===== src/dwr_pkg.sv =====
// dwr_pkg: shared sizes, operation codes and control structs for the deque.
// Used by dwr_cell, dwr_ctrl and deque_with_reverse; depends on nothing.
`default_nettype none

package dwr_pkg;

  // storage geometry
  localparam int DEPTH      = 16;
  localparam int DATA_WIDTH = 32;
  localparam int IDX_W      = $clog2(DEPTH);
  localparam int CNT_W      = $clog2(DEPTH + 1);
  localparam int OP_W       = 3;

  // channel widths
  localparam int IN_DATA_W  = 32;
  localparam int OUT_DATA_W = 72;

  typedef enum logic [OP_W-1:0] {
    OP_NONE       = 3'd0,
    OP_PUSH_FRONT = 3'd1,
    OP_PUSH_BACK  = 3'd2,
    OP_POP_FRONT  = 3'd3,
    OP_POP_BACK   = 3'd4,
    OP_REVERSE    = 3'd5
  } op_t;

  // commands broadcast to every cell (already gated by an accepted word)
  typedef struct packed {
    logic shift_up;    // physical push at cell 0, everything moves one up
    logic shift_down;  // physical pop at cell 0, everything moves one down
    logic load_last;   // physical push at cell [count]
  } cell_cmd_t;

  // controller state seen by the top level
  typedef struct packed {
    logic [CNT_W-1:0] count;
    logic             reversed;
    logic             err;
    logic             valid;
  } ctrl_stat_t;

endpackage

`default_nettype wire


===== src/dwr_cell.sv =====
// dwr_cell: one storage cell of the deque row; holds one word and trades it
// with its neighbors. Depends on dwr_pkg.
`default_nettype none

module dwr_cell (
  input  wire                           clk,
  input  wire  dwr_pkg::cell_cmd_t      cmd,
  input  wire                           load_here,
  input  wire  [dwr_pkg::DATA_WIDTH-1:0] new_word,
  input  wire  [dwr_pkg::DATA_WIDTH-1:0] lower_word,
  input  wire  [dwr_pkg::DATA_WIDTH-1:0] upper_word,
  output logic [dwr_pkg::DATA_WIDTH-1:0] word
);

  logic [dwr_pkg::DATA_WIDTH-1:0] word_r;
  logic [dwr_pkg::DATA_WIDTH-1:0] word_nxt;

  // pick the incoming word; the commands never overlap
  always_comb begin
    priority if (load_here) begin
      word_nxt = new_word;
    end else if (cmd.shift_up) begin
      word_nxt = lower_word;
    end else if (cmd.shift_down) begin
      word_nxt = upper_word;
    end else begin
      word_nxt = word_r;
    end
  end

  // payload register, no reset
  always_ff @(posedge clk) begin
    word_r <= word_nxt;
  end

  assign word = word_r;

endmodule

`default_nettype wire


===== src/dwr_ctrl.sv =====
// dwr_ctrl: decodes operations, keeps fill count, reverse flag, error mark
// and result-valid state, and drives the cell commands. Depends on dwr_pkg.
`default_nettype none

module dwr_ctrl (
  input  wire                          clk,
  input  wire                          rst_n,
  input  wire                          accept,
  input  wire  [dwr_pkg::OP_W-1:0]     op_bits,
  input  wire                          out_taken,
  output dwr_pkg::cell_cmd_t           cmd,
  output dwr_pkg::ctrl_stat_t          stat
);

  logic [dwr_pkg::CNT_W-1:0] count_r, count_nxt;
  logic                      rev_r, rev_nxt;
  logic                      err_r, err_nxt;
  logic                      valid_r, valid_nxt;
  logic                      full, empty;
  logic                      push_first, push_last, pop_first, pop_last;
  dwr_pkg::op_t              op;

  assign op    = dwr_pkg::op_t'(op_bits);
  assign full  = (count_r == dwr_pkg::CNT_W'(dwr_pkg::DEPTH));
  assign empty = (count_r == '0);

  // map logical ends onto physical ends through the reverse flag
  always_comb begin
    push_first = 1'b0;
    push_last  = 1'b0;
    pop_first  = 1'b0;
    pop_last   = 1'b0;
    err_nxt    = 1'b0;
    rev_nxt    = rev_r;
    unique case (op)
      dwr_pkg::OP_PUSH_FRONT: begin
        err_nxt    = full;
        push_first = !full && !rev_r;
        push_last  = !full && rev_r;
      end
      dwr_pkg::OP_PUSH_BACK: begin
        err_nxt    = full;
        push_first = !full && rev_r;
        push_last  = !full && !rev_r;
      end
      dwr_pkg::OP_POP_FRONT: begin
        err_nxt    = empty;
        pop_first  = !empty && !rev_r;
        pop_last   = !empty && rev_r;
      end
      dwr_pkg::OP_POP_BACK: begin
        err_nxt    = empty;
        pop_first  = !empty && rev_r;
        pop_last   = !empty && !rev_r;
      end
      dwr_pkg::OP_REVERSE: begin
        rev_nxt = !rev_r;
      end
      default: begin
      end
    endcase
  end

  // cell commands, only on an accepted word
  assign cmd.shift_up   = accept && push_first;
  assign cmd.shift_down = accept && pop_first;
  assign cmd.load_last  = accept && push_last;

  // next state
  always_comb begin
    count_nxt = count_r;
    valid_nxt = valid_r && !out_taken;
    if (accept) begin
      valid_nxt = 1'b1;
      if (push_first || push_last) begin
        count_nxt = count_r + dwr_pkg::CNT_W'(1);
      end else if (pop_first || pop_last) begin
        count_nxt = count_r - dwr_pkg::CNT_W'(1);
      end
    end
  end

  always_ff @(posedge clk) begin
    if (!rst_n) begin
      count_r <= '0;
      rev_r   <= 1'b0;
      err_r   <= 1'b0;
      valid_r <= 1'b0;
    end else begin
      count_r <= count_nxt;
      valid_r <= valid_nxt;
      if (accept) begin
        rev_r <= rev_nxt;
        err_r <= err_nxt;
      end
    end
  end

  assign stat.count    = count_r;
  assign stat.reversed = rev_r;
  assign stat.err      = err_r;
  assign stat.valid    = valid_r;

endmodule

`default_nettype wire


===== src/deque_with_reverse.sv =====
// deque_with_reverse: top level of a bounded double-ended queue with reverse.
// Depends on dwr_pkg, dwr_cell and dwr_ctrl.
//
// Usage:
//  - Input channel in_*: in_tuser[2:0] carries the operation (none, push
//    front, push back, pop front, pop back, reverse), in_tdata the word to
//    push. A word is taken when in_tvalid and in_tready are both high.
//  - Result channel out_*: one result word per input word, giving front and
//    back words, entry count, empty mark and error mark after the operation.
//  - Storage is a row of 16 cells; cell 0 is the physical first entry. A
//    physical push or pop at the first end shifts the whole row by one;
//    the last end is written or dropped at the fill count.
//  - The result is registered and appears in the cycle after the input is
//    taken. Throughput: one operation per cycle unless the receiver stalls;
//    the result register is freed and refilled in the same cycle when out_tready is high.
//  - When the receiver stalls, the result holds and in_tready drops until
//    the result is taken.
//  - Reset (rst_n low, synchronous) empties the queue and clears the reverse
//    flag and any pending result; cell contents are not cleared.
`default_nettype none

module deque_with_reverse (
  input  wire                              clk,
  input  wire                              rst_n,
  // slave side
  input  wire                              in_tvalid,
  output logic                             in_tready,
  input  wire  [dwr_pkg::IN_DATA_W-1:0]    in_tdata,   // [31:0] data_in
  input  wire  [dwr_pkg::OP_W-1:0]         in_tuser,   // [2:0] op
  // master side
  output logic                             out_tvalid,
  input  wire                              out_tready,
  output logic [dwr_pkg::OUT_DATA_W-1:0]   out_tdata   // [31:0] front_word,
                                                       // [63:32] back_word,
                                                       // [68:64] entry_count,
                                                       // [69] is_empty,
                                                       // [70] op_error, [71] 0
);

  logic                              accept;
  logic                              out_taken;
  dwr_pkg::cell_cmd_t                cmd;
  dwr_pkg::ctrl_stat_t               stat;
  logic [dwr_pkg::DATA_WIDTH-1:0]    words [dwr_pkg::DEPTH];
  logic [dwr_pkg::CNT_W-1:0]         last_off;
  logic [dwr_pkg::DATA_WIDTH-1:0]    first_word, last_word;
  logic [dwr_pkg::DATA_WIDTH-1:0]    front_word, back_word;
  logic                              is_empty;

  // handshake: result register frees and refills in the same cycle
  assign in_tready = !stat.valid || out_tready;
  assign accept    = in_tvalid && in_tready;
  assign out_taken = stat.valid && out_tready;

  dwr_ctrl u_ctrl (
    .clk      (clk),
    .rst_n    (rst_n),
    .accept   (accept),
    .op_bits  (in_tuser),
    .out_taken(out_taken),
    .cmd      (cmd),
    .stat     (stat)
  );

  // row of cells
  for (genvar i = 0; i < dwr_pkg::DEPTH; i++) begin : g_cell
    logic [dwr_pkg::DATA_WIDTH-1:0] lower_w, upper_w;
    logic                           load_here;

    if (i == 0) begin : g_first
      assign lower_w = in_tdata[dwr_pkg::DATA_WIDTH-1:0];
    end else begin : g_mid
      assign lower_w = words[i-1];
    end
    if (i == dwr_pkg::DEPTH - 1) begin : g_top
      assign upper_w = words[i];
    end else begin : g_below
      assign upper_w = words[i+1];
    end

    assign load_here = cmd.load_last && (stat.count == dwr_pkg::CNT_W'(i));

    dwr_cell u_cell (
      .clk       (clk),
      .cmd       (cmd),
      .load_here (load_here),
      .new_word  (in_tdata[dwr_pkg::DATA_WIDTH-1:0]),
      .lower_word(lower_w),
      .upper_word(upper_w),
      .word      (words[i])
    );
  end

  // end words of the stored run, zero when empty
  assign is_empty = (stat.count == '0);
  assign last_off = stat.count - dwr_pkg::CNT_W'(1);
  assign first_word = is_empty ? '0 : words[0];
  assign last_word  = is_empty ? '0 : words[last_off[dwr_pkg::IDX_W-1:0]];

  assign front_word = stat.reversed ? last_word : first_word;
  assign back_word  = stat.reversed ? first_word : last_word;

  assign out_tvalid = stat.valid;
  assign out_tdata  = {1'b0, stat.err, is_empty, stat.count, back_word, front_word};

  // checks
  a_count_bound: assert property (@(posedge clk) disable iff (!rst_n)
    stat.count <= dwr_pkg::CNT_W'(dwr_pkg::DEPTH))
    else $error("fill count beyond depth");

  a_stall_blocks: assert property (@(posedge clk) disable iff (!rst_n)
    (out_tvalid && !out_tready) |-> !in_tready)
    else $error("input taken while result stalled");

  a_reverse_toggle: assert property (@(posedge clk) disable iff (!rst_n)
    (accept && in_tuser == dwr_pkg::OP_REVERSE) |=>
      (stat.reversed != $past(stat.reversed)) && (stat.count == $past(stat.count)))
    else $error("reverse did not toggle or changed the count");

  a_push_grows: assert property (@(posedge clk) disable iff (!rst_n)
    (accept && (cmd.shift_up || cmd.load_last)) |=>
      (stat.count == $past(stat.count) + dwr_pkg::CNT_W'(1)) && !stat.err)
    else $error("push did not add one entry");

endmodule

`default_nettype wire


===== config.mk =====
export PLATFORM = sky130hd
export DESIGN_NAME = deque_with_reverse
export DESIGN_NICKNAME = d
export VERILOG_FILES = /design/src/dwr_pkg.sv /design/src/dwr_cell.sv /design/src/dwr_ctrl.sv /design/src/deque_with_reverse.sv
export SDC_FILE = /design/constraint.sdc
export NUM_CORES = 1
export LEC_CHECK = 0
export BUFFER_PORTS_ARGS = -buffer_cell sky130_fd_sc_hd__buf_2
export CAP_MARGIN = 20
export CORE_MARGIN = 5
export CORE_UTILIZATION = 50
export CTS_CLUSTER_DIAMETER = 40
export DETAILED_ROUTE_END_ITERATION = 8
export PLACE_DENSITY = 0.74
export SLEW_MARGIN = 10
export SYNTH_ARGS = -nofsm -noshare
export SYNTH_HDL_FRONTEND = slang
export SYNTH_SLANG_ARGS = --single-unit
export TNS_END_PERCENT = 100

===== constraint.sdc =====
create_clock -name clk -period 6.5 [get_ports clk]
set_clock_uncertainty 0.15 [all_clocks]
set_input_delay 0.65 -clock clk [delete_from_list [all_inputs] [get_ports clk]]
set_output_delay 0.65 -clock clk [all_outputs]
set_load 0.03 [all_outputs]

## Word-level counts from Yosys, hierarchy flattened

Index checks and enable logic that the tools add are counted.

| storage, ports and cells | value |
|---|---|
| memory bits (read-only) | 0 |
| output and inout port bits | 74 |
| RAM bits | 0 |
| memories | 0 |
| flip-flop bits (word level) | 520 |
| input port bits | 39 |
| logic and storage cells | 163 |
| bits in latches | 0 |

| operators by class | value |
|---|---|
| equality and inequality tests | 21 |
| reductions and logical operators | 56 |
| mux-type cells | 62 |
| $mul | 0 |
| bitwise logic cells | 1 |
| $add $sub $neg | 2 |
| $lt $le $gt $ge | 1 |
| shifts and indexed selects | 0 |
| divide/modulo/power cells | 0 |

Operators by type and width:

| cell | count |
|---|---|
| $mux 32 | 53 |
| $bmux 32 s4 | 1 |
| $reduce_bool 3->1 | 15 |
| $eq 5x4->1 const B | 8 |
| $logic_and 1x1->1 | 26 |
| $eq 5x3->1 const B | 4 |
| $eq 5x2->1 const B | 2 |
| $mux 5 | 2 |
| $pmux 1 s2 | 5 |
| $eq 3x2->1 const B | 2 |
| $eq 3x3->1 const B | 2 |
| $add 5x1->5 const B | 1 |
| $eq 5x1->1 const B | 1 |
| $eq 5x5->1 const B | 1 |
| $ge 5x5->1 const B | 1 |
| $logic_not 1->1 | 5 |
| $logic_not 5->1 | 1 |
| $not 4->5 | 1 |
| $sub 5x1->5 const B | 1 |
| $reduce_and 2->1 | 2 |
| $reduce_bool 2->1 | 2 |
| $reduce_or 2->1 | 2 |
| $eq 3x1->1 const B | 1 |
| $logic_or 1x1->1 | 3 |
| $mux 1 | 1 |

## Depth between registers and ports, before layout

| depth | value |
|---|---|
| depth after elaboration | 8 |
| depth in mapped cells | 13 |
| gate-level depth less buffers | 8 |

## Modules after synthesis

Synthesis repeated with hierarchy kept, for this count alone.

| unflattened totals | value |
|---|---|
| cells, all modules | 2848 |
| area, all modules | 32702.6 um^2 |

Modules (own cells, without submodules):

| module | area an instance (um^2) | cells an instance | seq. area each (um^2) | instances |
|---|---|---|---|---|
| dwr_cell | 1672.9 | 140 | 960.9 | 16 |
| deque_with_reverse | 5273.8 | 536 | 0.0 | 1 |
| dwr_ctrl | 663.1 | 72 | 160.2 | 1 |

## Worst setup path before layout

OpenSTA, ideal clock, no wires.

| timing | value |
|---|---|
| kind | reg2reg |
| from | register u_ctrl.count_r[0] (netlist name) |
| to | register g_cell[0].u_cell.word_r (netlist bit g_cell[0].u_cell.word[0]) (enable) |
| buffers on the path | 4 |
| setup time | 0.466 ns |
| arrival | 4.509 ns |
| required time | 5.884 ns |
| cell stages (with the launch flop) | 11 |
| clock period less this slack | 5.125 ns |
| slack | 1.375 ns |
| cells stage by stage | dfxtp_1 > buf_2 > buf_2 > buf_2 > buf_2 > inv_1 > ha_1 > or4b_4 > clkinv_4 > o211ai_4 > o21ai_0 |

| between the ends | value |
|---|---|
| elaborated cells on any way between the ends | 16 |
| those cells by class | eq/ne: 1; mux: 3; reduce/logical: 12 |

RTL lines:

| item | RTL line | text |
|---|---|---|
| from (decl) | dwr_ctrl.sv:15 | `logic [dwr_pkg::CNT_W-1:0] count_r, count_nxt;` |
| from (signal assigned) | dwr_ctrl.sv:90 | `count_r <= count_nxt;` |
| $logic_not 5->1 * | -- |  |
| via is_empty | deque_with_reverse.sv:48 | `logic is_empty;` |
| $logic_not 1->1 | dwr_ctrl.sv:48, dwr_ctrl.sv:53 |  |
| $logic_and 1x1->1 (on tied branches) | dwr_ctrl.sv:53, dwr_ctrl.sv:48 |  |
| $pmux 1 s2 | dwr_ctrl.sv:35 | `unique case (op)` |
| $logic_and 1x1->1 | dwr_ctrl.sv:66 | `assign cmd.shift_down = accept && pop_first;` |
| $reduce_bool 3->1 (no line) * | -- |  |
| to (signal assigned) | dwr_cell.sv:33 | `word_r <= word_nxt;` |
| to (decl) | dwr_cell.sv:15 | `logic [dwr_pkg::DATA_WIDTH-1:0] word_r;` |

Mark *: on every way through the listed nets, which the timed path passes. The rest lies on a longest branch.
A chain may end at the register's enable or synchronous reset.

## Final worst setup path

| timing | value |
|---|---|
| from | register u_ctrl.count_r[0] (netlist name) |
| to | output port out_tdata[42] (netlist name) |

| between the ends | value |
|---|---|
| word-level cells in the longest chain between the ends | 7 |
| elaborated cells on any way between the ends | 9 |
| those cells by class | add/sub: 1; mux: 6; bitwise: 1; reduce/logical: 1 |

RTL lines:

| item | RTL line | text |
|---|---|---|
| $sub 5x1->5 | -- |  |
| $not 4->5 (implied by the code) | deque_with_reverse.sv:98 | `assign last_word = is_empty ? '0 : words[last_off[dwr_pkg::IDX_W-1:0]];` |
| $bmux 32 s4 | deque_with_reverse.sv:98 |  |
| $mux 32 (implied by the code) (2 in series) | deque_with_reverse.sv:98 |  |
| $mux 32 | deque_with_reverse.sv:98 |  |
| $mux 32 * | deque_with_reverse.sv:101 | `assign back_word = stat.reversed ? first_word : last_word;` |
| to (decl) | deque_with_reverse.sv:33 | `output logic [dwr_pkg::OUT_DATA_W-1:0] out_tdata` |

Every way passes the cells marked *; elsewhere a longest branch is shown, timed or not. The select of a mux whose other input is x is not followed.

==> reports/results.tsv <==
stage	metric	value	unit
status	status	finished, final reports clean	
routing	num_vias	22972	
floorplan	initial_utilization	50.4	%
pwr	seq_power_share	37.9	%
layout	area_delta_synth_final	10.5	%
routing	viasPerCell	6.42	
sta	fin_setup_tns	0	ns
sta	fin_crit_sh	85.4	%
worst_setup_path	crit_cells	8	
clock_network	clock-sinks	520	
pwr	power_leakage	0.0115	uW
synthesis	yosysTopAreaCell	edfxtp_1	
synthesis	synth-async-reset-ratio	0	%
floorplan	die_w	262	microns
clock_network	htree_levels	3	
worst_setup_path	r2r_cells	8	
clock_network	cts_tree	done	
sta	timing.final.ws_setup	0.951	ns
hold_path	min_path_cells	3	
floorplan	rows	92	
global_route	grt_overflow	0	
job	drv_cap	0	
place	post-dp-hpwl	52500	microns
pwr	switching_share	29.7	%
clock_network	cts_setup_buffers	0	
worst_setup_path	slowest_delay	1.01	ns
pwr	p_sw	3100	uW
synthesis	synthesis.area	31700	sq um
clock_network	cts_hold_buf	0	
place	pre_cts_ws	1.53	ns
routing	wl_per_cell	25.4	microns
place	dp_cells	3430	
floorplan	io-pin-count	113	
layout	antenna_cells	0	
synthesis	syn_avg_cell_area	11.8	sq um
synthesis	syn_nets	2740	
sta	min_period	5.55	ns
pwr	power_frac_clock	42.0	%
worst_setup_path	critical_path_class	reg2out	
worst_setup_path	cp.buffers_inverters	2	
layout	nFillCells	5027	
sta	setup_viol	0	
layout	final_cells	3580	
place	port_buffers	111	
clock_network	cts_resized	0	
routing	drtIter0Drc	2870	
floorplan	design.core.area	63000	sq um
routing	drt_pre_antenna_iters	7	
synthesis	seq_area_frac_synth	49.0	%
global_route	grt_first_pass_wirelength	136000	microns
worst_setup_path	critPathMaxFanout	67	
global_route	first_global_vias	22609	
synthesis	synth_ff_type	edfxtp_1	
pwr	internal_power	7340	uW
layout	final_layout_size_suffix_gt1_share	20.3	%
pwr	peakVddDrop	0.000180	V
clock_network	cts_buffer_depth	3	
routing	ant_nets	0	
global_route	grt_start_max_net_pins	128	
synthesis	yosys_warnings	0	
floorplan	die_h	262	microns
clock_network	cts_root_buf	clkbuf_16	
worst_setup_path	cp_data_arrival_time	4.75	ns
sta	max_slew_margin	22.3	%
clock_network	worstSkewPairLatency	0.61	ns
worst_setup_path	slowest_stage	and2_2	
sta	rsz0062_at_grt	false	
place	globalplace.congestion	0.818	
worst_setup_path	start_kind	register	
floorplan	die-area	68600	sq um
clock_network	cts_buffers	81	
pwr	pwr-share-comb	20.1	%
worst_setup_path	path_cells	inv_1, ha_4, or4b_4, and2_2, a22o_1, o22ai_1, a21oi_1, buf_2	
worst_setup_path	required	5.70	ns
synthesis	synth-edff-count	512	
sta	worstMarginPinSlew	1.16	ns
routing	wl	91000	microns
pwr	p_per_area	298	nW/um^2
synthesis	synthDominantCellAreaShare	48.5	%
worst_setup_path	end_kind	output pin	
worst_setup_path	critPathTopFamily	simple AND/OR/NAND/NOR gates	
hold_path	hp-class	in2reg	
global_route	antenna_found_initial	2	
synthesis	ys_types	61	
clock_network	clk_pin_slew	0.05	ns
sta	drv_slew	0	
global_route	track_usage	25.7	%
synthesis	synth_cells	2695	
routing	drc	0	
synthesis	synth_area_leaders	edfxtp_1, mux2i_1, mux4_2	
sta	hold_viol_final	0	
synthesis	synth-seq-cells	520	
layout	nets	2713	
sta	max_freq	0.180	GHz
==> metrics by stage <==
stage          power [uW]  hold slack, ns  instance area (sq um)  util [%]
2_1_floorplan        5460           0.323                  31700         -
3_3_place_gp         6040           0.338                  32200      51.2
3_5_place_dp         6090           0.340                  32300      51.3
4_1_cts             10400           0.176                  35000      55.6
5_1_grt             10800           0.219                  35000      55.7
6_report            10400           0.186                  35000      55.7
==> layer usage <==
layer | routed length (microns) | GRT usage (%) | up-vias
met1 | 34600 | 33.3 | 11388
met5 | 20 | 0 | -
li1 | - | - | 10177
met3 | 8650 | 4.97 | 199
met2 | 44400 | 43.1 | 1204
met4 | 3300 | 10.1 | 4
==> synth_stat cells, types with 14 or more instances <==
master,number
o22ai_1,65
mux2i_1,452
nand2_1,84
a22o_1,32
edfxtp_1,512
clkbuf_1,89
mux2_4,30
buf_1,14
mux2_2,68
nor2_1,451
buf_4,46
buf_2,71
a21oi_1,482
mux4_2,128
buf_6,42
o21ai_0,34
==> placed cells by master, fill, tap and decap left out, types with 3 or more instances in the layout <==
cell type	instances
nand2_1	71
and3_1	3
mux2_2	68
inv_8	3
clkinvlp_4	7
bufinv_16	8
buf_4	35
clkinv_4	9
clkbuf_16	85
xnor2_1	6
clkinv_1	9
buf_12	6
inv_1	5
ha_1	5
buf_2	111
o22ai_1	65
o21ai_0	33
nor3b_1	3
edfxtp_1	512
clkbuf_1	5
nor2b_1	3
clkinv_2	13
nand2_2	13
mux4_2	128
a21oi_1	482
nand4_1	6
mux2i_1	452
nor2_1	450
inv_6	11
dfxtp_1	6
nand4b_1	8
mux2_4	30
and2_1	3
a22o_1	32
nand2b_1	4
==> final timing paths <==
path | endpoint | start | slack (ns)
max | out_tdata[42] | u_ctrl.count_r[0] | 0.95
min reg2reg | u_ctrl.err_r | u_ctrl.err_r | 0.36
min | u_ctrl.valid_r | in_tvalid | 0.19
max reg2reg | g_cell[3].u_cell.word[16] | u_ctrl.count_r[0] | 1.56
==> worst min-delay path: cells and delay by family <==
| family | cells | cell delay (ns) |
|---|---|---|
| compound gates | 1 | 0.06 |
| buf+inv | 2 | 0.18 |
==> power by group through the flow <==
stage	clock network [uW]	logic [uW]	registers, uW
global route	4570	2210	3970
finish	4380	2100	3960
detailed placement	0	2070	4020
CTS	4420	2080	3960
global placement	0	2030	4010
floorplan	0	1490	3970
==> flip-flops by register name, summed over array words and instances, names as in the netlist <==
signal              flops
u_ctrl.rev_r            1
g_cell.u_cell.word    512
u_ctrl.valid_r          1
u_ctrl.err_r            1
u_ctrl.count_r          5
==> layout make-up <==
type                    count  area, sq um  area share [%]
clock inverters            59          592            1.69
clock buffers              90         2150            6.12
flip-flops and latches    520        15500            44.3
inverters                   6         27.5          0.0785
repair buffers            154          993            2.83
multi-input cells        1905        14700            41.9
well taps                 846         1060            3.02
==> cells by family after synthesis <==
family	count (synthesis)	synth area share, %
muxes	678	27.2
AOI/OAI and AO/OA	628	10.8
and+or+nand+nor	585	7.57
DFF	520	49.0
buffers and inverters	270	5.05
xor gates and xnor gates	7	0.193
adders and majority gates	6	0.237
other	1	0.0118
No activity file was read; power rests on OpenSTA's default activity.
